File: config.mk
export PLATFORM = sky130hd
export DESIGN_NAME = svi_log_cell
export DESIGN_NICKNAME = d
export VERILOG_FILES = /design/src/svi_pkg.sv /design/src/svi_log_cell.sv
export SDC_FILE = /design/constraint.sdc
export NUM_CORES = 2
export LEC_CHECK = 0
export ABC_CLOCK_PERIOD_IN_PS = 19600
export BUFFER_PORTS_ARGS = -buffer_cell sky130_fd_sc_hd__buf_2
export CORE_MARGIN = 2
export CORE_UTILIZATION = 65
export DETAILED_ROUTE_END_ITERATION = 8
export PLACE_DENSITY = 0.88
export SLEW_MARGIN = 20
export SYNTH_ARGS = -nofsm -noshare
export SYNTH_HDL_FRONTEND = slang
export SYNTH_SLANG_ARGS = --single-unit
File: constraint.sdc
create_clock -name clk -period 19.6 [get_ports clk]
set_input_delay 1.96 -clock clk [delete_from_list [all_inputs] [get_ports clk]]
set_output_delay 1.96 -clock clk [all_outputs]
set_load 0.02 [all_outputs]
File: src/svi_pkg.sv
// Shared constants and types for the SVI volatility pipeline.
// No dependencies; compiled first.
`timescale 1ns / 1ps

package svi_pkg;

  // Log2 mantissa and result formats.
  localparam int MANT_BITS = 30;
  localparam int LOG_BITS  = 28;

  // ln(2) with LOG_BITS fractional bits.
  localparam logic [LOG_BITS-1:0] LN2_Q28 = 28'd186065279;

  // Result status codes, in check order.
  typedef enum logic [2:0] {
    ST_OK,
    ST_STRIKE,
    ST_FORWARD,
    ST_EXPIRY,
    ST_SLOPE,
    ST_RHO,
    ST_SIGMA,
    ST_VARIANCE
  } status_t;

  // Configuration register indexes.
  localparam logic [2:0] REG_LEVEL_A   = 3'd0;
  localparam logic [2:0] REG_SLOPE_B   = 3'd1;
  localparam logic [2:0] REG_SKEW_RHO  = 3'd2;
  localparam logic [2:0] REG_SHIFT_M   = 3'd3;
  localparam logic [2:0] REG_SIGMA     = 3'd4;
  localparam logic [2:0] REG_FORWARD   = 3'd5;
  localparam logic [2:0] REG_EXPIRY    = 3'd6;

endpackage

File: src/svi_log_cell.sv
// One fractional bit of log2: square the mantissa and renormalize.
// Depends on svi_pkg for the mantissa and log formats.
`timescale 1ns / 1ps

module svi_log_cell import svi_pkg::*; #(
  parameter int PW = 1
) (
  input  logic                clk,
  input  logic                rst,
  input  logic                en,
  input  logic                in_valid,
  input  logic [MANT_BITS:0]  in_y,
  input  logic [LOG_BITS-1:0] in_frac,
  input  logic [PW-1:0]       in_pass,
  output logic                out_valid,
  output logic [MANT_BITS:0]  out_y,
  output logic [LOG_BITS-1:0] out_frac,
  output logic [PW-1:0]       out_pass
);

  logic [2*MANT_BITS+1:0] sq;
  logic [MANT_BITS+1:0]   y2;
  logic [MANT_BITS:0]     y_next;
  logic [LOG_BITS-1:0]    frac_next;

  // Square, drop the fraction, halve if the result reached two.
  always_comb begin
    sq        = in_y * in_y;
    y2        = sq[2*MANT_BITS+1:MANT_BITS];
    y_next    = y2[MANT_BITS+1] ? y2[MANT_BITS+1:1] : y2[MANT_BITS:0];
    frac_next = {in_frac[LOG_BITS-2:0], y2[MANT_BITS+1]};
  end

  always_ff @(posedge clk) begin
    if (rst) begin
      out_valid <= 1'b0;
    end else if (en) begin
      out_valid <= in_valid;
    end
  end

  always_ff @(posedge clk) begin
    if (en) begin
      out_y    <= y_next;
      out_frac <= frac_next;
      out_pass <= in_pass;
    end
  end

endmodule

* Yosys cells after proc, flatten, opt, wreduce, memory -nomap -nowiden
Cells that the tools add are included.
W data, S select, Z words.
** Cells by class
- Mux-type cells :: 1
- Multiply operators :: 1
** Operators with widths (count)
- $mul A31 B31 Y62 :: 1
- $mux W30 :: 1
** Storage, ports and cells
- Input bits :: 64
- Output and inout port bits :: 61
- Flip-flop bits (word level) :: 61
- Logic and storage cells :: 7

* Logic depth before layout (Yosys ltp)
- Word-level depth :: 2
- Depth in mapped cells :: 30
- Gate-level depth less buffers :: 27

* Least setup slack after synthesis
No wires, ideal clock.
- Path kind :: input to register
- Start point :: input in_y[7]
- End point :: register out_y[11], data pin
- Setup slack :: 10107 ps
- Stages on the path :: 28
- Arrival :: 9232 ps
- Path buffers :: 4
- Required time :: 19340 ps
- Library setup time :: 260 ps
- Path through :: clkbuf_1 > clkbuf_1 > nand2_1 > inv_1 > fa_1 > fa_1 > fa_1 > inv_1 > fa_1 > inv_1 > fa_1 > fa_1 > fa_1 > inv_1 > fa_1 > inv_1 > ha_1 > clkbuf_1 > a21oi_1 > o21ai_1 > a2111oi_0 > a2bb2oi_1 > nor2b_1 > o21a_1 > or3_4 > nand2_8 > buf_8 > mux2_4
** Between the ends
- Longest elaborated chain between the ends :: 2
** RTL lines
- start: declaration :: line svi_log_cell.sv:12 : input logic [MANT_BITS:0] in_y,
- $mul A31 B31 Y62 :: line svi_log_cell.sv:28 : sq = in_y * in_y;
- $mux W30 :: line svi_log_cell.sv:30 : y_next = y2[MANT_BITS+1] ? y2[MANT_BITS+1:1] : y2[MANT_BITS:0];
- via y_next[11] :: line svi_log_cell.sv:23 : logic [MANT_BITS:0] y_next;
- end signal: assignment :: line svi_log_cell.sv:44 : out_y <= y_next;
- end: declaration :: line svi_log_cell.sv:16 : output logic [MANT_BITS:0] out_y,
The timed path passes the listed nets, and every way through them passes these cells.
A chain may end at the register's enable or synchronous reset.

* Worst setup path in the final report
- Start point :: input in_y[15]
- End point :: register out_y[24], data pin
Same word-level chain as after synthesis.

==> out/results.txt <==
At the later pin of the worst-skew pair, clock insertion delay measures 0.32 ns. The max-cap check violation count was 0; the fraction of final layout cells sized beyond drive strength 1 was 0.0593. Yosys attributes the largest share of cell area to fa_1 (51%), inv_1 (12%), ha_1 (11%). Setup violations remaining at the end of the flow were counted as 0. In this run the core area contains 78 standard-cell rows. The measured slew at the worst slew-check pin came out at 0.955 ns. Startpoint of the lowest-slack hold path: out_valid. Setup repair after global routing left no endpoint under its margin.

Once detail routing completed, the nets flagged for antenna violations numbered 0. After clock tree synthesis, the flow added hold-fix buffers numbering 0. Counting every instance in the synthesized netlist gives 3,064. Cell count after placement: 3,686.

Summed over all failing endpoints, the final setup total negative slack is 0 ns. When the netlist entered floorplanning its net count stood at 4,144. The die span in x was 217 microns; the worst-case headroom to the max-slew limit was 0.357. The sequential-to-total area share from yosys stat is 0.0618.

The tools report the area of the die as 47,100 sq um. The share of flip-flops with an asynchronous set or reset was 0. A synthesized cell averages 9.63 sq um.

The tools report the startpoint type of the worst setup path as an input pin. Summed over all layers, the global routing overflow is 0. The number of cells traversed by the worst register-to-register path was 2.

inv_1 is the most common cell in the netlist. The tools report the number of buffers created by CTS as 9. The worst register-to-register path ends at out_valid.

Yosys printed 0 warnings. The number of flip-flops and latches in the synthesized netlist was 61. Summing every instance area after synthesis gives 29,500 sq um. Buffer levels on the longest clock path: 2. Subtracting the final worst setup slack from the clock period gives 11.00 ns. The logs give 18.97 ns for the worst reg-to-reg setup slack and 61 for the clock sink total.

The number of DRC markers in iteration 0 came out at 1,634. Count of buffers inserted at the top-level ports: 123. The maximum fanout along the worst path was 25. Endpoint of the worst hold path: out_valid.

Based on the critical path, the design can be clocked at up to 90.9 MHz. The commonest cells after synthesis are inv_1 (917), fa_1 (747), nand2_1 (291). The run gives 23,855 as the number of global-route vias before repair. The run gives 0 as the number of buffers inserted by post-CTS setup repair. Vias after detailed routing: 20,961. The most critical setup path has its startpoint at in_y[15]. The clock-pin transition on the worst setup and hold timing paths came out at 0.05 ns. The run gives 0 as the final-report max-slew violation count. The tools report the initial cell density of the core as 0.654.

The run gives 0 ns as the worst clock skew. After legalization and detailed placement, the total HPWL measured 57,900 microns. TritonCTS built the clock tree. In this run the clock root is driven by a clkbuf_16. The wire length per cell was 19.3 microns; the number of standard cells in the final layout excluding fillers was 3,703. For this run, the leading register cell type out of synthesis is edfxtp_1.

Pin count of the biggest net entering global routing: 62. The number of gates resized after CTS was 0. Counting instances, the worst hold path has a depth of 2. The tools report the number of library cell types mapped by synthesis as 71. The number of antenna violations at the first check in global routing is 1, and the global router's overall resource usage is 0.325. Compared with the post-synthesis result, the final layout area differs by 4.35%. The portion of synthesized cell area occupied by the leading cell type was 0.507; the first-pass detailed-route iteration total was 6.

Category of the most critical setup path: input pin to flop. Routability-driven placement finished with a final weighted congestion of 0.960. The share of the clock period used by the worst path works out to 0.561. Measured along the y axis, the die boundary spans 217 microns. The flow ran to the end, and the final reports show no timing, DRC or antenna violations.

At the worst endpoint, the required time is 19.67 ns. CTS built an H-tree with a depth of 3. Path type of the worst min-delay path: flop to flop. Biggest area consumer among synthesized cells: fa_1.

The logs give 71,500 microns for the aggregate routed wire length and 0 for the count of unresolved DRC violations after routing. The tightest hold path in the finished design has a slack of 0.560 ns. The startpoint identified for the worst register-to-register timing path is out_valid. The layout has 3,193 filler cells.

Yosys mapped a number of flops with a built-in enable equal to 60. The count of final hold-check violations is 0. The logs give 11.07 ns for the signal arrival time at the worst endpoint and 125 for the number of placed I/O pins. The run gives 119,000 microns as the first-pass GRT wire length. The tools report the number of nets in the finished design as 4,177. Dividing the detail-routed via count by the number of cells gives 5.66. The critical path endpoint category was a flop.

After floorplanning, the core was sized to cover 45,100 sq um.
per-stage QoR:
step                      utilization  setup WS (ns)  area [sq um]
after floorplan                     -          10.11         29500
after CTS                       0.683           8.89         30800
after global placement          0.676           8.82         30500
after detailed placement        0.676           8.64         30500
final                           0.683           8.60         30800
after global routing            0.683           8.46         30800
metal layers:
| metal | GRT usage | wire length, microns | share of wire | vias to the layer above |
|---|---|---|---|---|
| met3 | 0.0516 | 5600 | 0.078 | 300 |
| li1 | - | - | - | 9055 |
| met4 | 0.157 | 4270 | 0.060 | 0 |
| met1 | 0.389 | 24900 | 0.35 | 10664 |
| met5 | 0 | 0 | 0 | - |
| met2 | 0.574 | 36800 | 0.51 | 942 |
critical path, cell delays in order:
cell,delay (ns)
buf_2,0.55
clkinv_1,0.58
nor2_1,0.45
fa_1,0.51
fa_1,0.55
inv_1,0.05
fa_1,0.59
fa_1,0.48
fa_1,0.56
inv_1,0.06
fa_1,0.39
fa_1,0.56
fa_1,0.46
ha_1,0.42
a21oi_1,0.24
o21ai_0,0.22
o21ai_0,0.38
nand4_1,0.14
o21ai_0,0.77
o211ai_1,0.43
a221oi_1,0.40
xor2_1,0.23
mux2i_1,0.10
how the worst max path moves through the flow:
stage	depth (start not counted)	end	slack (ns)
finish	23	out_y[24]	8.60
global placement	23	out_y[24]	8.82
CTS	23	out_y[24]	8.89
global route	23	out_y[24]	8.46
floorplan	28	out_y[11]	10.11
detailed placement	23	out_y[24]	8.64
state kept, by name, indices dropped and copies added (netlist names):
signal,count
out_pass,1
out_y,31
out_valid,1
out_frac,28
kinds of logic (layout without fill, tap and decap cells):
family	Yosys count	in the layout	synth area share
mux	31	31	0.0119
flops	61	61	0.0618
other cells	0	1	0
buf+inv	1029	1067	0.133
compound gates	216	216	0.0465
simple gates	651	651	0.108
xor+xnor	60	60	0.0178
fa+ha+maj	1016	1016	0.621
layout make-up:
cell class                 instances  area (sq um)  share of cell area
tap                              600           751              0.0244
clock inverter                     6          86.3             0.00281
timing repair buffer             132           683              0.0222
antenna                            1          2.50           0.0000813
sequential                        61          1820              0.0592
clock buffer                      10           229             0.00744
inverter                         919          3450               0.112
multi-input combinational       1974         23800               0.772
layout by cell type (no fill, tap or decap), drive strengths merged, types with 4 or more instances in the layout:
cell,synthesis,routed
a211oi,8,8
a21o,24,24
a21oi,73,73
a31o,5,5
a31oi,4,4
and2,190,190
and3,5,5
buf,11,132
clkbuf,99,10
edfxtp,60,60
fa,747,747
ha,269,269
inv,918,919
mux2,14,14
mux2i,17,17
nand2,292,292
nand2b,4,4
nand3,13,13
nand4,23,23
nor2,68,68
nor2b,10,10
nor3,19,19
o211ai,7,7
o21ai,48,48
o21bai,11,11
o31ai,6,6
or2,9,9
xnor2,37,37
xor2,23,23
Power is left out: the tool's default activity adds up to more than one toggle a clock period on the data nets, which glitch-free logic cannot reach.
