`config.mk`:
```
export PLATFORM = sky130hd
export DESIGN_NAME = svi_div_cell
export DESIGN_NICKNAME = d
export VERILOG_FILES = /design/src/svi_pkg.sv /design/src/svi_div_cell.sv
export SDC_FILE = /design/constraint.sdc
export NUM_CORES = 1
export LEC_CHECK = 0
export ABC_CLOCK_PERIOD_IN_PS = 7900
export BUFFER_PORTS_ARGS = -buffer_cell sky130_fd_sc_hd__clkbuf_2
export CAP_MARGIN = 5
export CORE_ASPECT_RATIO = 0.8
export CORE_MARGIN = 3
export CORE_UTILIZATION = 24
export DETAILED_ROUTE_END_ITERATION = 10
export PLACE_DENSITY_LB_ADDON = 0.25
export RECOVER_POWER = 50
export SETUP_SLACK_MARGIN = 0.1
export SYNTH_ARGS = -nofsm -noshare
export SYNTH_HDL_FRONTEND = slang
export SYNTH_SLANG_ARGS = --single-unit
```
`constraint.sdc`:
```
create_clock -name clk -period 7.9 [get_ports clk]
set_input_delay 1.185 -clock clk [delete_from_list [all_inputs] [get_ports clk]]
set_output_delay 1.185 -clock clk [all_outputs]
set_load 0.02 [all_outputs]
```
`src/svi_pkg.sv`:
```
// Shared constants and types for the SVI volatility pipeline.
// No dependencies; compiled first.
`timescale 1ns / 1ps

package svi_pkg;

  // Log2 mantissa and result formats.
  localparam int MANT_BITS = 30;
  localparam int LOG_BITS  = 28;

  // ln(2) with LOG_BITS fractional bits.
  localparam logic [LOG_BITS-1:0] LN2_Q28 = 28'd186065279;

  // Result status codes, in check order.
  typedef enum logic [2:0] {
    ST_OK,
    ST_STRIKE,
    ST_FORWARD,
    ST_EXPIRY,
    ST_SLOPE,
    ST_RHO,
    ST_SIGMA,
    ST_VARIANCE
  } status_t;

  // Configuration register indexes.
  localparam logic [2:0] REG_LEVEL_A   = 3'd0;
  localparam logic [2:0] REG_SLOPE_B   = 3'd1;
  localparam logic [2:0] REG_SKEW_RHO  = 3'd2;
  localparam logic [2:0] REG_SHIFT_M   = 3'd3;
  localparam logic [2:0] REG_SIGMA     = 3'd4;
  localparam logic [2:0] REG_FORWARD   = 3'd5;
  localparam logic [2:0] REG_EXPIRY    = 3'd6;

endpackage

```
`src/svi_div_cell.sv`:
```
// One quotient bit of a restoring unsigned division.
// Depends on svi_pkg only for the shared import convention.
`timescale 1ns / 1ps

module svi_div_cell import svi_pkg::*; #(
  parameter int DW = 32,
  parameter int NW = 64,
  parameter int PW = 1
) (
  input  logic          clk,
  input  logic          rst,
  input  logic          en,
  input  logic [DW-1:0] divisor,
  input  logic          in_valid,
  input  logic [DW-1:0] in_rem,
  input  logic [NW-1:0] in_dvd,
  input  logic [NW-1:0] in_q,
  input  logic [PW-1:0] in_pass,
  output logic          out_valid,
  output logic [DW-1:0] out_rem,
  output logic [NW-1:0] out_dvd,
  output logic [NW-1:0] out_q,
  output logic [PW-1:0] out_pass
);

  logic [DW:0]   r2;
  logic [DW:0]   diff;
  logic [DW-1:0] rem_next;
  logic [NW-1:0] q_next;

  // Shift in the next dividend bit and subtract the divisor if it fits.
  always_comb begin
    r2   = {in_rem, in_dvd[NW-1]};
    diff = r2 - {1'b0, divisor};
    if (r2 >= {1'b0, divisor}) begin
      rem_next = diff[DW-1:0];
      q_next   = {in_q[NW-2:0], 1'b1};
    end else begin
      rem_next = r2[DW-1:0];
      q_next   = {in_q[NW-2:0], 1'b0};
    end
  end

  always_ff @(posedge clk) begin
    if (rst) begin
      out_valid <= 1'b0;
    end else if (en) begin
      out_valid <= in_valid;
    end
  end

  always_ff @(posedge clk) begin
    if (en) begin
      out_rem  <= rem_next;
      out_dvd  <= {in_dvd[NW-2:0], 1'b0};
      out_q    <= q_next;
      out_pass <= in_pass;
    end
  end

endmodule

```
=== Word-level counts from Yosys, hierarchy flattened ===
Cells that the tools add are included.

* Latch bits: 0
* Memories kept: 0
* Flip-flop bits (word level): 161
* Bits in read-only memories: 0
* Word-level logic and storage cells: 9
* Bits in writable memories: 0

* Reduce and logical (&&, ||, !) cells: 0
* Shift operators: 0
* $mul: 0
* Add/subtract/negate cells: 1
* Divide/modulo/power cells: 0
* Bitwise operators: 0
* Mux-type cells: 2
* Eq/ne operators: 0
* Magnitude comparators: 1

{| class="wikitable"
|+ Operators by type and width
! cell !! number
|-
| $ge A33 B32 Y1 || 1
|-
| $mux W32 || 1
|-
| $sub A32 B32 Y32 || 1
|-
| $mux W1 || 1
|}

=== Logic depth before layout (Yosys ltp) ===
Gate-level depths: netlist (run 1).

* Depth in word-level cells: 2
* Gate-level depth with buffers: 13
* Gate-level depth less buffers: 12

=== Least setup slack after synthesis (run 1) ===
OpenSTA, ideal clock, no wires.

* Kind: input-to-reg
* From: input divisor[7]
* To: register out_rem[13], data pin
* Required time: 7638 ps
* Buffers on the path: 2
* Setup slack: 3940 ps
* Setup time: 262 ps
* Arrival time: 3698 ps
* Stages: 12
* Cells stage by stage: inv_1 > ha_1 > buf_2 > nand4_1 > or4_1 > a21oi_1 > nor3_1 > a211oi_2 > o21ai_2 > o31ai_4 > buf_4 > mux2_1

* Word-level cells in the longest chain between the ends: 2

{| class="wikitable"
|+ RTL lines
! item !! line !! RTL
|-
| start: declaration || svi_div_cell.sv:13 || <nowiki>input logic [DW-1:0] divisor,</nowiki>
|-
| $sub A32 B32 Y32 / $ge A33 B32 Y1 (equally long branches) || svi_div_cell.sv:34, svi_div_cell.sv:35 ||
|-
| $mux W32 * || svi_div_cell.sv:35 || <nowiki>if (r2 >= {1'b0, divisor}) begin</nowiki>
|-
| named net rem_next[13] || svi_div_cell.sv:28 || <nowiki>logic [DW-1:0] rem_next;</nowiki>
|-
| end signal: assignment || svi_div_cell.sv:54 || <nowiki>out_rem <= rem_next;</nowiki>
|-
| end: declaration || svi_div_cell.sv:20 || <nowiki>output logic [DW-1:0] out_rem,</nowiki>
|}

The timed path passes the listed nets; every way through them passes the cells marked *.
A chain may end at the register's enable or synchronous reset.

==> impl_metrics.ini, run 1 <==
[floorplanning]
num_io_pins = 359
coreArea_um2 = 28600
rows = 55
die_w_um = 198
start_util_pct = 24.7
die_h_um = 159
die-area_um2 = 31500

[worst_setup_path]
path_cells = clkbuf_1, buf_4, mux2i_1, nor2_1
critPathMaxFanout = 66
critPathRequiredTime_ns = 8.21
cp-end-kind = register
slowest_stage = clkbuf_1
cp_data_arrival_time_ns = 4.92
max_stage_delay_ns = 2.42
critical_path.startpoint_type = input pin
critical_path_class = in2reg

[global_route]
grt_pass1_vias = 5177
grt-ovfl-total = 0
grt_use_total_pct = 13.7
grt_pass1_wl_mm = 32.4
grt_antenna_before_repair = 4
grt_max_degree = 67

[logic_synthesis]
syn-instance-count = 508
synthMuxAreaShare_pct = 2.02
synth_top_area_share_pct = 68.1
synth-compound-area-share_pct = 10.4
synth_edf_count = 160
synthDistinctLibCells = 49
synth_simple_gate_area_share_pct = 6.47
yosysSeqAreaShare_pct = 68.4
synth.area.top_cells = edfxtp_1, ha_1, a21oi_1
netlist_top_cells_count = edfxtp_1, a21oi_1, inv_1
yosys_warnings = 0
yosys.area.top_type = edfxtp_1
synth_adder_area_share_pct = 5.96
synth.most_common_cell = edfxtp_1
ys_async_sr_fraction_pct = 0
synthesis.area_um2 = 7060
ys_seq_elements = 161
synthesis.nets = 738
ys.flop_type = edfxtp_1
synth_top_family_by_area = compound AO/OA/AOI/OAI gates
synthXorXnorAreaFrac_pct = 3.35
avgSynthCellArea_um2 = 13.9

[placement]
port_buffers = 356
dp_hpwl_mm = 17.8
gp_congestion = 0.783

[clocking]
cts_root_buf = clkbuf_16
clkSlewWorstSetupHoldPaths_ns = 0.07
holdBufCountCts = 0
worstSkewPairLatency_ns = 0.41
post_cts.repair.setup_buffers = 0
cts_resized = 0
tritoncts = done
cts_buffers = 17
cts_sinks = 161
htreeDepth = 4
clockBufferDepth = 2

[timing]
relSlewSlack_pct = -134
rsz0062_at_grt = false
max_freq_mhz = 217
setup_violations = 0
final_max_slew_viol_count = 67
post-route-period-util_pct = 58.2
worst_slew_pin_slew_ns = 3.51
min_period_ns = 4.60
hold_viol = 0
fin_skew_ns = 0
finalSetupTns_ns = 0

[routing]
remaining_drc_errors = 0
vias_per_cell = 4.27
routed_wl_mm = 22.6
drtIter0Drc = 274
drtAntennaViolNets = 0
firstDrtPassIters = 4
via_count = 5354
wl_per_cell_um = 18.0

[cells_and_area]
area_delta_synth_final_pct = 38.5
drive_gt1_share_pct = 39.5
nets = 1099
final_util_pct = 34.1

[power_and_ir_drop]
powerDensity_nw_per_um2 = 242
vdd_drop_max_mv = 0.138
cellLeakagePower_nw = 4.26

[outcome]
status = finished with violations
violations = capacitance limit, slew limit

[flow_run]
max_cap_viol_count = 1

[worst_hold_path]
hold_path_class = reg2reg
critical path, delay by kind of cell:
family	cells	cell delay [ns]
buffers and inverters	2	3.32
muxes	1	0.25
and+or+nand+nor	1	0.05
per-layer routing:
| metal | track usage [%] | wire, µm | up-vias |
|---|---|---|---|
| li1 | - | - | 2617 |
| met4 | 2.89 | 168 | 6 |
| met3 | 4.80 | 2000 | 15 |
| met2 | 23.8 | 11200 | 203 |
| met1 | 16.3 | 9210 | 2513 |
| met5 | 0 | 51 | - |
where the power goes:
part	leakage [nW]	internal (mW)	switching, mW
sequential	1.57	1.04	0.0205
combinational	2.39	0.161	0.289
clock	0.293	0.477	0.377
per-stage QoR:
step	hold WS, ns	std cells	total power [mW]	cell area [µm²]	setup slack, ns
floorplan	0.579	508	1.34	7060	3.94
global placement	0.479	1220	1.53	9240	3.24
detailed placement	0.487	1220	1.54	9240	3.27
CTS	0.503	1252	2.41	9840	3.72
global route	0.541	1252	2.47	9770	2.96
finish	0.497	1253	2.36	9770	3.30
placed cells by master (no fill, tap or decap), drive strengths merged, types with 6 or more instances in the layout:
cell type,synthesis,final
a21o,12,12
nand3,8,8
edfxtp,160,160
clkbuf,6,373
o21a,6,6
nor2,37,37
o21ai,17,17
nand2,27,27
xor2,11,11
xnor2,16,16
inv,38,45
mux2,10,10
ha,32,32
a21oi,54,54
nand4,7,7
sequential cells by signal (all words and copies together) (netlist names):
| register | cells |
|---|---|
| out_dvd | 63 |
| out_pass | 1 |
| out_q | 64 |
| out_rem | 32 |
| out_valid | 1 |
final timing paths:
path | startpoint | to | slack [ns] | cells past startpoint
setup / recovery | en | out_valid | 3.30 | 4
hold / removal | out_valid | out_valid | 0.50 | 2
hold reg to reg | out_valid | out_valid | 0.50 | 2
setup reg to reg | out_valid | out_valid | 7.32 | 2
cell families after synthesis:
| family | Yosys count |
|---|---|
| compound gates | 118 |
| xor+xnor | 27 |
| fa+ha+maj | 33 |
| buf+inv | 56 |
| flops | 161 |
| mux | 13 |
| other cells | 1 |
| simple gates | 99 |
final cells by class:
type / count / area (µm²)
clock buffers: 17 / 425
repair buffers: 360 / 1740
multi-input cells: 291 / 2000
diodes: 1 / 2.50
well taps: 370 / 463
inverters: 38 / 143
fillers: 2949 / 18900
flip-flops and latches: 161 / 4820
clock inverters: 15 / 173
Power figures use the tool's default switching activity.
==> run 2: changes to the inputs <==
--- a/config.mk
+++ b/config.mk
@@ -5,7 +5,8 @@
 export SDC_FILE = /design/constraint.sdc
 export NUM_CORES = 1
 export LEC_CHECK = 0
-export ABC_CLOCK_PERIOD_IN_PS = 7900
+export ABC_AREA = 1
+export ABC_CLOCK_PERIOD_IN_PS = 4200
 export BUFFER_PORTS_ARGS = -buffer_cell sky130_fd_sc_hd__clkbuf_2
 export CAP_MARGIN = 5
 export CORE_ASPECT_RATIO = 0.8
==> constraint.sdc (replaced) <==
create_clock -name clk -period 4.2 [get_ports clk]
set_input_delay 0.63 -clock clk [delete_from_list [all_inputs] [get_ports clk]]
set_output_delay 0.63 -clock clk [all_outputs]
set_load 0.02 [all_outputs]
==> run 2 against run 1 <==
Net effect:
- the flow still finishes with violations (capacitance limit, slew limit)
- sequential share of layout area shrank 5.0 points
- flip-flop and latch count is the same
- global-route usage grew 0.70 points
- wire length grew 15%
- power grew 91%
- via count grew 24%
==> impl_metrics.ini, run 2 <==
[outcome]
status = finished with violations
violations = capacitance limit, slew limit

[logic_synthesis]
synthXorXnorAreaFrac_pct = 1.53
synth_top_family_by_area = simple AND/OR/NAND/NOR gates
ys_seq_elements = 161
synthesis.area_um2 = 8010
synth.area.top_cells = edfxtp_1, nand2_1, inv_1
synth_simple_gate_area_share_pct = 23.0
yosysSeqAreaShare_pct = 60.2
synth_adder_area_share_pct = 5.25
synth-compound-area-share_pct = 1.62
synth_top_area_share_pct = 60.0
synth_edf_count = 160
synthMuxAreaShare_pct = 0.125
synthDistinctLibCells = 30
synth.most_common_cell = nand2_1
ys.flop_type = edfxtp_1
yosys.area.top_type = edfxtp_1
syn-instance-count = 812
synthesis.nets = 1042
yosys_warnings = 0
netlist_top_cells_count = nand2_1, edfxtp_1, inv_1
avgSynthCellArea_um2 = 9.86
ys_async_sr_fraction_pct = 0

[timing]
worst_slew_pin_slew_ns = 1.87
finalSetupTns_ns = 0
finalWorstSetupSlack_ns = 1.58
final_max_slew_viol_count = 75
rsz0062_at_grt = false
setup_violations = 0
post-route-period-util_pct = 62.5
hold_viol = 0
min_period_ns = 2.62
max_freq_mhz = 381
relSlewSlack_pct = -24.8
fin_skew_ns = 0
hold_slack_ns = 0.353

[clocking]
htreeDepth = 4
clkSlewWorstSetupHoldPaths_ns = 0.07
cts_resized = 0
post_cts.repair.setup_buffers = 0
cts_sinks = 161
holdBufCountCts = 0
cts_buffers = 17
tritoncts = done
worstSkewPairLatency_ns = 0.43
clockBufferDepth = 2
cts_root_buf = clkbuf_16

[power_and_ir_drop]
cellLeakagePower_nw = 5.51
powerDensity_nw_per_um2 = 415
vdd_drop_max_mv = 0.320

[global_route]
grt_max_degree = 75
grt-ovfl-total = 0
grt_antenna_before_repair = 12
grt_pass1_wl_mm = 38.6
grt_pass1_vias = 6563
grt_use_total_pct = 14.4

[routing]
firstDrtPassIters = 5
remaining_drc_errors = 0
via_count = 6634
vias_per_cell = 4.10
drtIter0Drc = 404
routed_wl_mm = 26.0
wl_per_cell_um = 16.1
drtAntennaViolNets = 0

[cells_and_area]
drive_gt1_share_pct = 34.6
largest_reg_flops = 64
reg.largest.list = out_q x64, out_dvd x63, out_rem x32
nets = 1409
regMostFlops = out_q
area_delta_synth_final_pct = 35.7
final_cell_mix = clkbuf_2, nand2_1, edfxtp_1, inv_1, nand3_1
num-fill-cells = 3475
layout_commonest_cell = clkbuf_2

[flow_run]
max_cap_viol_count = 1

[worst_setup_path]
path_cells = buf_6, clkbuf_2
slowest_stage = clkbuf_2
crit_family = buffers and inverters
critical_path_class = in2reg
cp_num_buf_inv = 2
cp_data_arrival_time_ns = 2.65
critPathRequiredTime_ns = 4.23
critPathMaxFanout = 74
max_stage_delay_ns = 1.42
cp-end-kind = register
critical_path.startpoint_type = input pin

[placement]
pre_cts_ws_ns = 1.17
dp_hpwl_mm = 20.9
gp_congestion = 0.847
port_buffers = 356

[floorplanning]
die_h_um = 169
num_io_pins = 359
start_util_pct = 24.5
rows = 59
die_w_um = 210
coreArea_um2 = 32700
die-area_um2 = 35600

[worst_hold_path]
hold_path_class = in2reg
run 2: cell count changes after synthesis, moves of 7 or more:
cell      before  now
o21ai_0       16    2
a21oi_1       54   21
xnor2_1       16    1
and2_1         1    8
a21o_1        12    2
nand3_1        8   56
nand2_1       27  274
nand3b_1       1   11
nand3_2        0   11
inv_1         38  150
run 2: stage by stage:
step	total power [mW]	cell area [µm²]	std cells	util [%]
floorplan	2.57	8010	812	-
finish	4.51	10900	1620	33.2
CTS	4.60	10900	1619	33.3
detailed placement	2.96	10300	1587	31.4
global route	4.76	10900	1619	33.2
global placement	2.95	10300	1587	31.4
run 2: where the power goes:
group          internal [mW]  switching (mW)  total [mW]
Combinational          0.307           0.606       0.912
Sequential              1.95          0.0460        1.99
Clock                  0.811           0.794        1.61
Total                   3.06            1.45        4.51
run 2: cell type report:
class | count | area, µm² | area share, %
flip-flops and latches | 161 | 4820 | 44.4
multi-input cells | 490 | 2530 | 23.3
repair buffers | 359 | 1810 | 16.6
inverters | 150 | 563 | 5.18
well taps | 427 | 534 | 4.91
clock buffers | 17 | 425 | 3.91
clock inverters | 15 | 189 | 1.74
diodes | 1 | 2.50 | 0.0230
run 2: cells by family after synthesis:
kind of cell	after synthesis
fa+ha+maj	33
simple gates	416
flops	161
other cells	1
buf+inv	161
xor+xnor	14
compound gates	25
mux	1
run 2: per-layer routing:
| layer | up-vias | routed length (µm) | GRT usage [%] |
|---|---|---|---|
| li1 | 3350 | - | - |
| met1 | 2979 | 11100 | 17.6 |
| met2 | 251 | 12000 | 23.4 |
| met3 | 34 | 2540 | 6.49 |
| met4 | 20 | 275 | 3.16 |
| met5 | - | 125 | 0 |
run 2: final timing paths:
| kind | start | endpoint | slack (ns) | cells past startpoint |
|---|---|---|---|---|
| max | en | out_q[17] | 1.58 | 2 |
| min | rst | out_valid | 0.35 | 2 |
| max reg2reg | out_valid | out_valid | 3.60 | 2 |
| min reg2reg | out_valid | out_valid | 0.53 | 2 |
