## src/svi_pkg.sv

```systemverilog
// Shared constants and types for the SVI volatility pipeline.
// No dependencies; compiled first.
`timescale 1ns / 1ps

package svi_pkg;

  // Log2 mantissa and result formats.
  localparam int MANT_BITS = 30;
  localparam int LOG_BITS  = 28;

  // ln(2) with LOG_BITS fractional bits.
  localparam logic [LOG_BITS-1:0] LN2_Q28 = 28'd186065279;

  // Result status codes, in check order.
  typedef enum logic [2:0] {
    ST_OK,
    ST_STRIKE,
    ST_FORWARD,
    ST_EXPIRY,
    ST_SLOPE,
    ST_RHO,
    ST_SIGMA,
    ST_VARIANCE
  } status_t;

  // Configuration register indexes.
  localparam logic [2:0] REG_LEVEL_A   = 3'd0;
  localparam logic [2:0] REG_SLOPE_B   = 3'd1;
  localparam logic [2:0] REG_SKEW_RHO  = 3'd2;
  localparam logic [2:0] REG_SHIFT_M   = 3'd3;
  localparam logic [2:0] REG_SIGMA     = 3'd4;
  localparam logic [2:0] REG_FORWARD   = 3'd5;
  localparam logic [2:0] REG_EXPIRY    = 3'd6;

endpackage

```

## src/svi_sqrt_cell.sv

```systemverilog
// One root bit of an integer square root (restoring digit recurrence).
// Depends on svi_pkg only for the shared import convention.
`timescale 1ns / 1ps

module svi_sqrt_cell import svi_pkg::*; #(
  parameter int RW = 32,
  parameter int PW = 1
) (
  input  logic            clk,
  input  logic            rst,
  input  logic            en,
  input  logic            in_valid,
  input  logic [RW+1:0]   in_rem,
  input  logic [RW-1:0]   in_root,
  input  logic [2*RW-1:0] in_rad,
  input  logic [PW-1:0]   in_pass,
  output logic            out_valid,
  output logic [RW+1:0]   out_rem,
  output logic [RW-1:0]   out_root,
  output logic [2*RW-1:0] out_rad,
  output logic [PW-1:0]   out_pass
);

  logic [RW+3:0]   pre;
  logic [RW+3:0]   trial;
  logic [RW+1:0]   rem_next;
  logic [RW-1:0]   root_next;
  logic [2*RW-1:0] rad_next;

  // Bring down two radicand bits and try the next root bit.
  always_comb begin
    pre   = {in_rem, in_rad[2*RW-1 -: 2]};
    trial = {2'b00, in_root, 2'b01};
    if (pre >= trial) begin
      rem_next  = RW'(pre - trial) | ((RW+2)'(pre - trial) & ~(RW+2)'({RW{1'b1}}));
      root_next = {in_root[RW-2:0], 1'b1};
    end else begin
      rem_next  = pre[RW+1:0];
      root_next = {in_root[RW-2:0], 1'b0};
    end
    rad_next = {in_rad[2*RW-3:0], 2'b00};
  end

  always_ff @(posedge clk) begin
    if (rst) begin
      out_valid <= 1'b0;
    end else if (en) begin
      out_valid <= in_valid;
    end
  end

  always_ff @(posedge clk) begin
    if (en) begin
      out_rem  <= rem_next;
      out_root <= root_next;
      out_rad  <= rad_next;
      out_pass <= in_pass;
    end
  end

endmodule

```

## config.mk

```make
export PLATFORM = sky130hd
export DESIGN_NAME = svi_sqrt_cell
export DESIGN_NICKNAME = d
export VERILOG_FILES = /design/src/svi_pkg.sv /design/src/svi_sqrt_cell.sv
export SDC_FILE = /design/constraint.sdc
export NUM_CORES = 1
export LEC_CHECK = 0
export BUFFER_PORTS_ARGS = -buffer_cell sky130_fd_sc_hd__buf_2
export CAP_MARGIN = 30
export CORE_MARGIN = 4
export CORE_UTILIZATION = 44
export DETAILED_ROUTE_END_ITERATION = 10
export PLACE_DENSITY = 0.74
export SETUP_SLACK_MARGIN = 0.15
export SLEW_MARGIN = 10
export SYNTH_ARGS = -nofsm -noshare
export SYNTH_HDL_FRONTEND = slang
export SYNTH_SLANG_ARGS = --single-unit
```

## constraint.sdc

```tcl
create_clock -name clk -period 3.05 [get_ports clk]
set_clock_uncertainty 0.15 [all_clocks]
set_input_delay 0.61 -clock clk [delete_from_list [all_inputs] [get_ports clk]]
set_output_delay 0.61 -clock clk [all_outputs]
set_load 0.1 [all_outputs]
```

* After elaboration in Yosys (flattened, before gate mapping) *
Cells that the tools add are included.

storage, ports and cells
  register bits after elaboration = 130
  input bits = 135

operators by class
  add/sub/neg operators = 1
  order comparisons = 1
  mux-type cells = 2
  bitwise gates (word level) = 1

operators by type and width
  cell                                          count
  greater-or-equal comparator 36 x 34 -> 1 bit  1
  two-way mux 34 bit                            1
  bitwise OR 32 x 34 -> 34 bit                  1
  subtractor 34 bit                             1
  two-way mux 1 bit                             1

* Longest topological paths before layout *
Gate-level depths: netlist (run 1).

  word-level depth = 3
  depth in mapped cells = 13
  depth with buffers taken out = 10

* Least setup slack after synthesis (run 1) *
No wires, ideal clock.

  path type = in2reg
  start = input port in_root[27]
  end = register out_rem[3], data pin
  library setup time = 0.262 ns
  arrival = 2.714 ns
  setup slack = -0.076 ns
  stages on the path = 10
  path buffers = 1
  cells stage by stage = inv_1 > ha_1 > a21o_1 > a21o_1 > a21o_1 > a311o_1 > a211oi_1 > o21a_1 > buf_4 > mux2_1

between the ends
  longest elaborated chain between the ends = 2

ends and longest elaborated chain
  item                                          RTL line             RTL
  start: declaration                            svi_sqrt_cell.sv:14  input logic [RW-1:0] in_root,
  greater-or-equal comparator 36 x 34 -> 1 bit  svi_sqrt_cell.sv:34  if (pre >= trial) begin
  two-way mux 34 bit                            svi_sqrt_cell.sv:34
  named net rem_next[3]                         svi_sqrt_cell.sv:26  logic [RW+1:0] rem_next;
  end signal: assignment                        svi_sqrt_cell.sv:54  out_rem <= rem_next;
  end: declaration                              svi_sqrt_cell.sv:18  output logic [RW+1:0] out_rem,

The timed path passes the listed nets, and every way through them passes these cells.
A chain may end at the register's enable or synchronous reset.

* Final worst setup path (run 1) *
  start = input port in_rem[1]
  end = register out_rem[26], data pin

between the ends
  longest elaborated chain between the ends = 3
  elaborated cells between the ends (all ways) = 4

ends and longest elaborated chain
  item                          RTL line             RTL
  start: declaration            svi_sqrt_cell.sv:13  input logic [RW+1:0] in_rem,
  subtractor 34 bit             --
  bitwise OR 32 x 34 -> 34 bit  svi_sqrt_cell.sv:35  rem_next = RW'(pre - trial) | ((RW+2)'(pre - trial) & ~(RW+2)'({RW{1'b1}}));
  two-way mux 34 bit *          svi_sqrt_cell.sv:34
  named net rem_next[26]        svi_sqrt_cell.sv:26

The timed path passes the listed nets; every way through them passes the cells marked *.

==> results.md, run 1 <==
- Global route overflow: 0
- Startpoint types: input pin
- Reg-to-reg endpoint: out_valid
- Fillers: 1075
- Clock power share: 0.333
- Die W: roughly 130 um
- Netlist cell types: slightly below 60
- Cell mode on critical path: a311oi_4
- First-pass GRT wire length: around 28000 um
- Leak: about 0.0042 uW
- Crit-path max FO: 5
- Die ar.: between 15000 and 20000 um2
- Tcrit/Tclk final: 0.913
- Max_cap viols: 0
- HPWL after DPL: ~14000 um
- # rows: between 40 and 50
- Initial Util: 0.451
- Synth Cell Area: between 6000 and 7000 um2
- FFs w/ async S/R, synth: 0
- Root buffer cell: clkbuf_16
- Combinational Power Share: 0.338
- H-Tree Depth: 4
- # port buffers: around 260
- VDD IR max: 0.000386 V
- Clk buf depth: 2
- Setup WS post-layout: 0.266 ns
- Area after DPL: between 8000 and 9000 um2
- Iter 0 DRT Violations: between 300 and 400
- Final Hold Viols: 0
- Final Util: 0.658
- Pre-CTS setup slack: -0.266 ns
- Syn. warnings: 0
- Worst hold path class: in2reg
- Core area: 13900 um2
- Final Wtd Congestion: between 0.8 and 0.9
- First-pass DRT Iterations: 5
- Antenna viol nets, final: 0
- Status: completed
- Largest cells by area after synthesis: edfxtp_1, ha_1, nand2_1, a21o_1, o21ai_1
- Sink Count: 130
- Ratio of cells with drive above 1 in the final layout: 0.466
- Crit. End Element: flop
- TritonCTS Buffers: 17
- Syn Inst Count: about 500
- Ys flop type: edfxtp_1
- Power Density: 740 nW/um2
- Total Power: 6790 uW
- Vias in the first global route: between 5000 and 6000
- Global Route met3 Usage: 0.0523
- Via density: roughly 5.2
- Internal power: around 4200 uW
- Fin area: approximately 9200 um2
- Post-synth top area share: 0.616
- Synthesized flop and latch total: 130
- Nets: approximately 1000
- Clk slew on worst S/H paths: ~0.060 ns
- DR vias: about 5400
- Initial antenna violation count: 0
- F_max: between 300 and 400 MHz
- M2 GR Usage: 0.396
- Worst EP arrival: 2.80 ns
- Minimum clock period after layout: roughly 2.8 ns
- Actual slew at the worst max-slew pin: between 0.6 and 0.7 ns
- GRT busiest layer: met2
- I/O pins: between 200 and 300
- Hold Path Stages: 2
- Sw Share: 0.387
- Slowest cell on the critical path: ha_1
- Crit path required time: approximately 3 ns
- Cell family with most CP delay: compound AO/OA/AOI/OAI gates
- Cell Chain, Critical Path: buf_2 > ha_1 > o211a_1 > o31a_1 > o21a_2 > a311oi_4 > o21ai_2 > a311oi_4 > mux2i_1 > a31o_1
- Syn Area/Cell: 12.6 um2
- Hold slack final: 0.200 ns
- Synth-to-Final Area Change: 45.9%
- Pin count of the biggest net entering global routing: 78
- R2R depth: 2
- CTS tree: yes
- EDFF count, synth: 129
- N_diodes: 0
- Met1 GRT Util: 0.254
- Die Height: between 100 and 150 um
- Worst Setup Path Type: in2reg
- Critical Path Start: in_rem[1]
- Max stage delay on crit path: 0.36 ns
- Yosys top cell by area: edfxtp_1
- RSZ-0062 raised after global routing: false
- Reported net switching power: around 2600 uW
- Final setup vio count: 0
- Critical R2R Launch: out_valid
- Reg2reg setup slack: 2.30 ns
- Max_slew headroom: 0.564
- Critical path depth: 10
- Sequential share of power: 0.329
- Later-pin clock latency in the skew report: around 0.42 ns
- Global-route usage over all layers: 0.218
- Total wire length: ~18000 um
- Drt drc: 0
- Max Slew Vio Count: 0
- CP endpoint: out_rem[26]
- Sequential share of the synthesized area: 0.620
- Drt wl/cell: between 15 and 20 um
- WP buf/inv: 1
cell type report:
| class | instances | area [um2] | share of cell area |
|---|---|---|---|
| inverter | 42 | 160 | 0.0175 |
| clock buffer | 18 | 429 | 0.0468 |
| tap | 180 | 225 | 0.0246 |
| sequential | 130 | 3890 | 0.425 |
| clock inverter | 14 | 225 | 0.0246 |
| multi-input combinational | 313 | 2350 | 0.256 |
| timing repair buffer | 335 | 1890 | 0.206 |
sequential cells by signal, indices dropped and copies added, names as in the netlist:
| signal | count |
|---|---|
| out_valid | 1 |
| out_root | 32 |
| out_rem | 34 |
| out_rad | 62 |
| out_pass | 1 |
cells in the mapped netlist (all sizes together) (3+ instances only):
master	n
o41ai	3
mux2i	4
mux2	3
xor2	16
o21ai	44
a31oi	5
nor2	15
a21oi	26
xnor2	12
o211ai	3
clkbuf	5
a21boi	3
buf	9
nand2b	6
nand2	48
edfxtp	129
nand3	4
nor3	8
o31ai	3
a21o	22
nand4	7
inv	42
and2	6
and3	9
ha	34
per-stage QoR:
step,cells,setup TNS (ns)
final,1032,0
after CTS,1029,0
after global routing,1032,0
after detailed placement,997,-6.02
after floorplan,499,0
after global placement,997,-4.30
power groups by stage:
| stage | combinational (uW) | clock [uW] | sequential [uW] |
|---|---|---|---|
| floorplan | 456 | 0 | 3570 |
| global placement | 2260 | 0 | 2260 |
| detailed placement | 2290 | 0 | 2270 |
| CTS | 2290 | 2300 | 2240 |
| global route | 2390 | 2380 | 2250 |
| finish | 2300 | 2260 | 2230 |
worst min-delay path by stage:
stage	to	startpoint
global placement	out_valid	out_valid
detailed placement	out_valid	out_valid
global route	out_valid	rst
CTS	out_valid	rst
floorplan	out_valid	rst
finish	out_valid	rst
per-layer routing:
metal	part of all wire	vias up
li1	-	2536
met1	0.39	2587
met2	0.53	213
met3	0.069	17
met4	0.011	0
met5	0	-
repair_timing:
action,CTS,global route
endpoints found under the setup margin,0,30
gates resized for setup,0,5
setup buffers,0,3
hold buffers,0,0
cells in the final DEF, fill, tap and decap left out, types with 17 or more instances in the layout:
cell type / n
buf_2: 263
edfxtp_1: 129
buf_4: 69
nand2_1: 48
inv_1: 39
o21ai_1: 31
a21oi_1: 25
ha_1: 23
a21o_1: 21
clkbuf_16: 17
logic make-up (layout without fill, tap and decap cells):
group                    after synthesis  in the layout  synth area share
AO/OA/AOI/OAI                        129            129             0.137
XOR/XNOR                              28             28            0.0390
buffers and inverters                 56            409            0.0364
flip-flops                           130            130             0.620
AND/OR/NAND/NOR                      113            113            0.0874
other                                  1              2          0.000597
multiplexers                           7              7            0.0117
adder cells (fa/ha/maj)               34             34            0.0677
worst reg2reg max path, stage by stage (launching register included):
cell	delay [ns]
dfxtp_1	0.31
mux2i_1	0.12
nor2_1	0.06
Power figures use the tool's default switching activity.
==> inputs of run 2 (changes only) <==
--- a/config.mk
+++ b/config.mk
@@ -10,7 +10,8 @@
 export CORE_MARGIN = 4
 export CORE_UTILIZATION = 44
 export DETAILED_ROUTE_END_ITERATION = 10
-export PLACE_DENSITY = 0.74
+export PLACE_DENSITY = 0.83
+export REMOVE_ABC_BUFFERS = 1
 export SETUP_SLACK_MARGIN = 0.15
 export SLEW_MARGIN = 10
 export SYNTH_ARGS = -nofsm -noshare
==> run 2 against run 1 <==
  * Register-to-register slack barely moved
  * Non-clock buffer count rose by 11
  * Critical path type unchanged
  * Highest routed layer is now met5
  * Worst setup slack got worse by 0.039 ns
  * Sequential share of layout area rose by 0.26 points
  * Via count fell by 1.8%
  * Worst hold slack got worse by 0.0014 ns
==> results.md, run 2 (synthesis results as in run 1) <==
- Status: completed
- Reg with most FFs: out_rad
- Crit path required time: ~3.1 ns
- Initial antenna violation count: 2
- Sink Count: 130
- Area after DPL: 8390 um2
- Power Density: about 740 nW/um2
- Drt wl/cell: ~17 um
- Sw Share: 0.392
- Clk slew on worst S/H paths: about 0.06 ns
- Reg-to-reg endpoint: out_valid
- Ratio of cells with drive above 1 in the final layout: 0.462
- Global route overflow: 0
- VDD IR max: roughly 0.00036 V
- Worst EP arrival: approximately 2.8 ns
- # rows: 43
- F_max: ~350 MHz
- Non-Filler Instances: between 1000 and 1500
- Die ar.: approximately 16000 um2
- Commonest non-fill, non-tap cell in the layout: buf_2
- Final Wtd Congestion: 0.890
- Hold_sp: rst
- R2R depth: 2
- Critical Path Start: in_rem[27]
- Max Slew Vio Count: 0
- Commonest cells after routing, fill and taps aside: buf_2, edfxtp_1, buf_4
- Global-route usage over all layers: 0.218
- Hold Path End: out_valid
- Synth-to-Final Area Change: 45.0%
- Nets: just over 1000
- Total wire length: 18200 um
- Initial Util: 0.451
- First-pass DRT Iterations: 5
- DR vias: around 5300
- Sequential share of power: 0.333
- Crit-path max FO: 8
- Via density: 5.03
- Drt drc: 0
- Pin count of the biggest net entering global routing: 65
- Internal power: ~4100 uW
- Clock power share: 0.324
- Vias in the first global route: approximately 5300
- Placed insts: 1010
- Actual slew at the worst max-slew pin: 0.527 ns
- Worst Setup Path Type: in2reg
- Combinational Power Share: 0.343
- Root buffer cell: clkbuf_16
- Hold Path Stages: 2
- Hold slack final: slightly below 0.2 ns
- Max_cap viols: 0
- CTS tree: yes
- TritonCTS Buffers: 17
- RSZ-0062 raised after global routing: false
- Hold-fix buffers at CTS: 0
- Max reg flops: just over 60
- Startpoint types: input pin
- # port buffers: between 200 and 300
- Worst hold path class: in2reg
- First-pass GRT wire length: about 27000 um
- Antenna viol nets, final: 0
- I/O pins: around 270
- Crit. End Element: flop
- Iter 0 DRT Violations: 298
- Core area: around 14000 um2
- Fin area: between 9000 and 10000 um2
- Reported net switching power: roughly 2600 uW
- Leak: between 0.004 and 0.005 uW
- Clk buf depth: 2
- Die Height: between 100 and 150 um
- Critical R2R Launch: out_valid
- Tcrit/Tclk final: 0.925
- Reg2reg setup slack: ~2.3 ns
- Later-pin clock latency in the skew report: ~0.41 ns
- Die W: approximately 130 um
- Final Hold Viols: 0
- HPWL after DPL: about 14000 um
- Largest regs: out_rad: 62 flops, out_rem: 34 flops, out_root: 32 flops
- Final setup vio count: 0
- H-Tree Depth: 4
- Max_slew headroom: 0.651
- Minimum clock period after layout: between 2 and 3 ns
-- run 2: cell count changes in the layout (fill, tap and decap cells not counted), moves of 2 or more --
| cell | previous run | this run |
|---|---|---|
| clkinv_4 | 3 | 5 |
| inv_1 | 39 | 41 |
| ha_4 | 11 | 2 |
| ha_1 | 23 | 31 |
| a21oi_2 | 1 | 3 |
| buf_4 | 69 | 80 |
| a21oi_1 | 25 | 23 |
-- run 2: worst max-delay path by stage --
stage                             end  slack (ns)  depth (start not counted)
after floorplan           out_rem[27]       -0.94                         10
after detailed placement   out_rem[7]       -0.34                         10
final                     out_rem[27]        0.23                         10
after CTS                 out_rem[27]        0.14                         10
after global routing      out_rem[19]        0.16                         12
after global placement    out_rem[32]       -0.19                         11
-- run 2: timing repair --
action | CTS | global route
gates resized for setup | 1 | 14
pin swaps | 0 | 9
setup endpoints to repair | 12 | 32
setup buffers | 0 | 1
-- run 2: worst max-delay path: stages --
cell and delay [ns]:
buf_2 0.11, ha_1 0.30, a21o_1 0.20, a21o_1 0.20, a21o_1 0.19, a311o_1 0.34, a211oi_2 0.20, o21a_2 0.28
inv_2 0.09, mux2_1 0.32
-- run 2: cell type report --
class | instances | area, um2
repair buffers | 346 | 1960
inverters | 42 | 158
well taps | 180 | 225
clock inverters | 14 | 205
flip-flops and latches | 130 | 3890
diodes | 1 | 2.50
clock buffers | 18 | 429
fillers | 1034 | 4820
multi-input cells | 313 | 2240
-- run 2: stage by stage --
step | util | power (uW) | setup TNS [ns] | setup WS (ns)
after floorplan | - | 3990 | -24.20 | -0.939
after global placement | 0.602 | 4510 | -3.76 | -0.186
after detailed placement | 0.602 | 4540 | -8.54 | -0.338
after CTS | 0.648 | 6720 | 0 | 0.140
after global routing | 0.654 | 6940 | 0 | 0.161
final | 0.654 | 6700 | 0 | 0.227
-- run 2: power groups by stage --
stage,Sequential [uW],Clock (uW),Combinational [uW]
finish,2230,2170,2300
global route,2240,2300,2390
CTS,2230,2210,2280
detailed placement,2260,0,2280
global placement,2260,0,2250
floorplan,3570,0,422
-- run 2: routing by layer --
layer	track usage	vias up	share of wire
met5	0	-	0.0011
met3	0.0610	22	0.078
li1	-	2554	-
met4	0.0644	2	0.015
met1	0.252	2479	0.38
met2	0.393	199	0.52
==> inputs of run 3 (changes only) <==
--- a/config.mk
+++ b/config.mk
@@ -9,8 +9,10 @@
 export CAP_MARGIN = 30
 export CORE_MARGIN = 4
 export CORE_UTILIZATION = 44
+export CTS_CLUSTER_SIZE = 16
 export DETAILED_ROUTE_END_ITERATION = 10
 export PLACE_DENSITY = 0.83
+export RECOVER_POWER = 25
 export REMOVE_ABC_BUFFERS = 1
 export SETUP_SLACK_MARGIN = 0.15
 export SLEW_MARGIN = 10
==> run 3 against run 2 <==
  * Sequential share of layout area increased by 0.15 points
  * Worst setup slack got worse by 0.019 ns
  * Final cell count unchanged
  * Critical path type unchanged
  * Largest cell class unchanged
  * Worst hold slack about the same
  * Clock power about the same
  * Die area unchanged
  * Clock-buffer cell count unchanged
  * Via count decreased by 0.49%
  * Fmax decreased by 0.66%
  * Design area decreased by 0.36%
  * Global-route usage unchanged
==> results.md, run 3 (synthesis results as in run 1) <==
- Startpoint types: input pin
- I/O pins: between 200 and 300
- Clock power share: 0.324
- Pin count of the biggest net entering global routing: 65
- Root buffer cell: clkbuf_16
- Worst hold path class: in2reg
- Global-route usage over all layers: 0.218
- Hold slack final: just under 0.2 ns
- Die Height: 128 um
- Actual slew at the worst max-slew pin: between 0.5 and 0.6 ns
- Commonest cells after routing, fill and taps aside: buf_2, edfxtp_1, buf_4
- Final Util: 0.652
- Worst EP arrival: 2.85 ns
- Reg with most FFs: out_rad
- Worst Setup Path Type: in2reg
- Via density: 5.01
- H-Tree Depth: 4
- Status: completed
- Clk buf depth: 2
- First-pass GRT wire length: around 27000 um
- Minimum clock period after layout: around 2.8 ns
- Antenna viol nets, final: 0
- Final Hold Viols: 0
- Nets: 1019
- Final setup vio count: 0
- Max_cap viols: 0
- Synth-to-Final Area Change: 44.5%
- TritonCTS Buffers: 17
- Internal power: slightly above 4000 uW
- Max reg flops: 62
- Hold Path Stages: 2
- Initial antenna violation count: 2
- Max Slew Vio Count: 0
- Sw Share: 0.392
- F_max: roughly 350 MHz
- Cell Chain, Critical Path: clkbuf_1 > inv_1 > ha_1 > a21o_1 > a21o_1 > a21o_1 > a311o_1 > a211oi_2 > o21a_2 > inv_2 > mux2_1
- Sink Count: 130
- Initial Util: 0.451
- Critical R2R Launch: out_valid
- Global route overflow: 0
- Crit-path max FO: 8
- Die ar.: 16300 um2
- Hold Path End: out_valid
- Iter 0 DRT Violations: about 340
- Pre-CTS setup slack: -0.338 ns
- RSZ-0062 raised after global routing: false
- Later-pin clock latency in the skew report: just over 0.4 ns
- # port buffers: roughly 260
- Clk slew on worst S/H paths: approximately 0.060 ns
- Max_slew headroom: 0.652
- Combinational Power Share: 0.343
- # rows: 43
- Leak: between 0.004 and 0.005 uW
- R2R depth: 2
- Crit path required time: 3.06 ns
- Total wire length: roughly 18000 um
- Slowest cell on the critical path: a311o_1
- Die W: between 100 and 150 um
- Max stage delay on crit path: about 0.34 ns
- CTS tree: yes
- VDD IR max: approximately 0.00036 V
- Power Density: roughly 740 nW/um2
- Drt drc: 0
- Total Power: about 6700 uW
- First-pass DRT Iterations: 5
- Hold_sp: rst
- Reported net switching power: 2620 uW
- Commonest non-fill, non-tap cell in the layout: buf_2
- Vias in the first global route: 5274
- DR vias: 5230
- Placed insts: between 1000 and 1500
- Reg2reg setup slack: roughly 2.3 ns
- Sequential share of power: 0.333
- Drt wl/cell: around 17 um
- Setup WS post-layout: around 0.21 ns
- Top Layer Used: met5
- Metal-1 WL: roughly 7000 um
- Met2 wire len: about 9500 um
- Largest regs: out_rad: 62 flops, out_rem: 34 flops, out_root: 32 flops
- HPWL after DPL: between 10000 and 15000 um
- Reg-to-reg endpoint: out_valid
- Final Wtd Congestion: about 0.89
- Non-Filler Instances: around 1000
- Met3 WL post-DR: between 1000 and 1500 um
- Tcrit/Tclk final: 0.932
- Ratio of cells with drive above 1 in the final layout: 0.432
- Crit. End Element: flop
- Cell mode on critical path: a21o_1
- Core area: 13900 um2
run 3: changes by cell type in the layout (fill, tap and decap cells not counted):
cell / before / now
buf_2: 263 / 237
clkbuf_1: 1 / 27
run 3: how the worst max path moves through the flow:
stage	to	startpoint	slack (ns)
final	out_rem[27]	in_root[27]	0.21
after global routing	out_rem[26]	in_root[14]	0.10
after CTS	out_rem[27]	in_rem[7]	0.14
after detailed placement	out_rem[7]	in_rem[7]	-0.34
after global placement	out_rem[32]	in_rem[7]	-0.19
after floorplan	out_rem[27]	in_root[27]	-0.94
run 3: through the flow:
| step | setup TNS (ns) | area (um2) |
|---|---|---|
| finish | 0 | 9080 |
| global route | 0 | 9080 |
| CTS | 0 | 9030 |
| detailed placement | -8.54 | 8390 |
| global placement | -3.76 | 8390 |
| floorplan | -24.20 | 6220 |
run 3: repair_timing:
item / CTS / global route
setup endpoints to repair: 12 / 32
pin swaps: 0 / 9
resized for setup: 1 / 14
hold buffers: 0 / 0
buffers inserted: 0 / 1
endpoints found under the hold margin: 0 / 0
run 3: routing by layer:
layer,GRT usage,vias to the layer above
met5,0,-
met4,0.0644,2
met3,0.0610,20
met2,0.393,183
met1,0.252,2469
li1,-,2556
run 3: power by group through the flow:
stage	clock network, uW	logic [uW]	registers, uW
after floorplan	0	422	3570
after global placement	0	2250	2260
after detailed placement	0	2280	2260
after CTS	2210	2280	2230
after global routing	2300	2390	2240
final	2170	2290	2230
run 3: critical path: cells and delay by family:
family | cells | cell delay (ns)
AO/OA/AOI/OAI | 6 | 1.41
adder cells (fa/ha/maj) | 1 | 0.28
buffers and inverters | 3 | 0.23
multiplexers | 1 | 0.32
run 3: area by class of cell:
class / instances / area (um2)
fillers: 1053 / 4850
flip-flops and latches: 130 / 3890
multi-input cells: 313 / 2240
repair buffers: 346 / 1930
clock buffers: 18 / 429
well taps: 180 / 225
clock inverters: 14 / 205
inverters: 42 / 158
diodes: 1 / 2.50
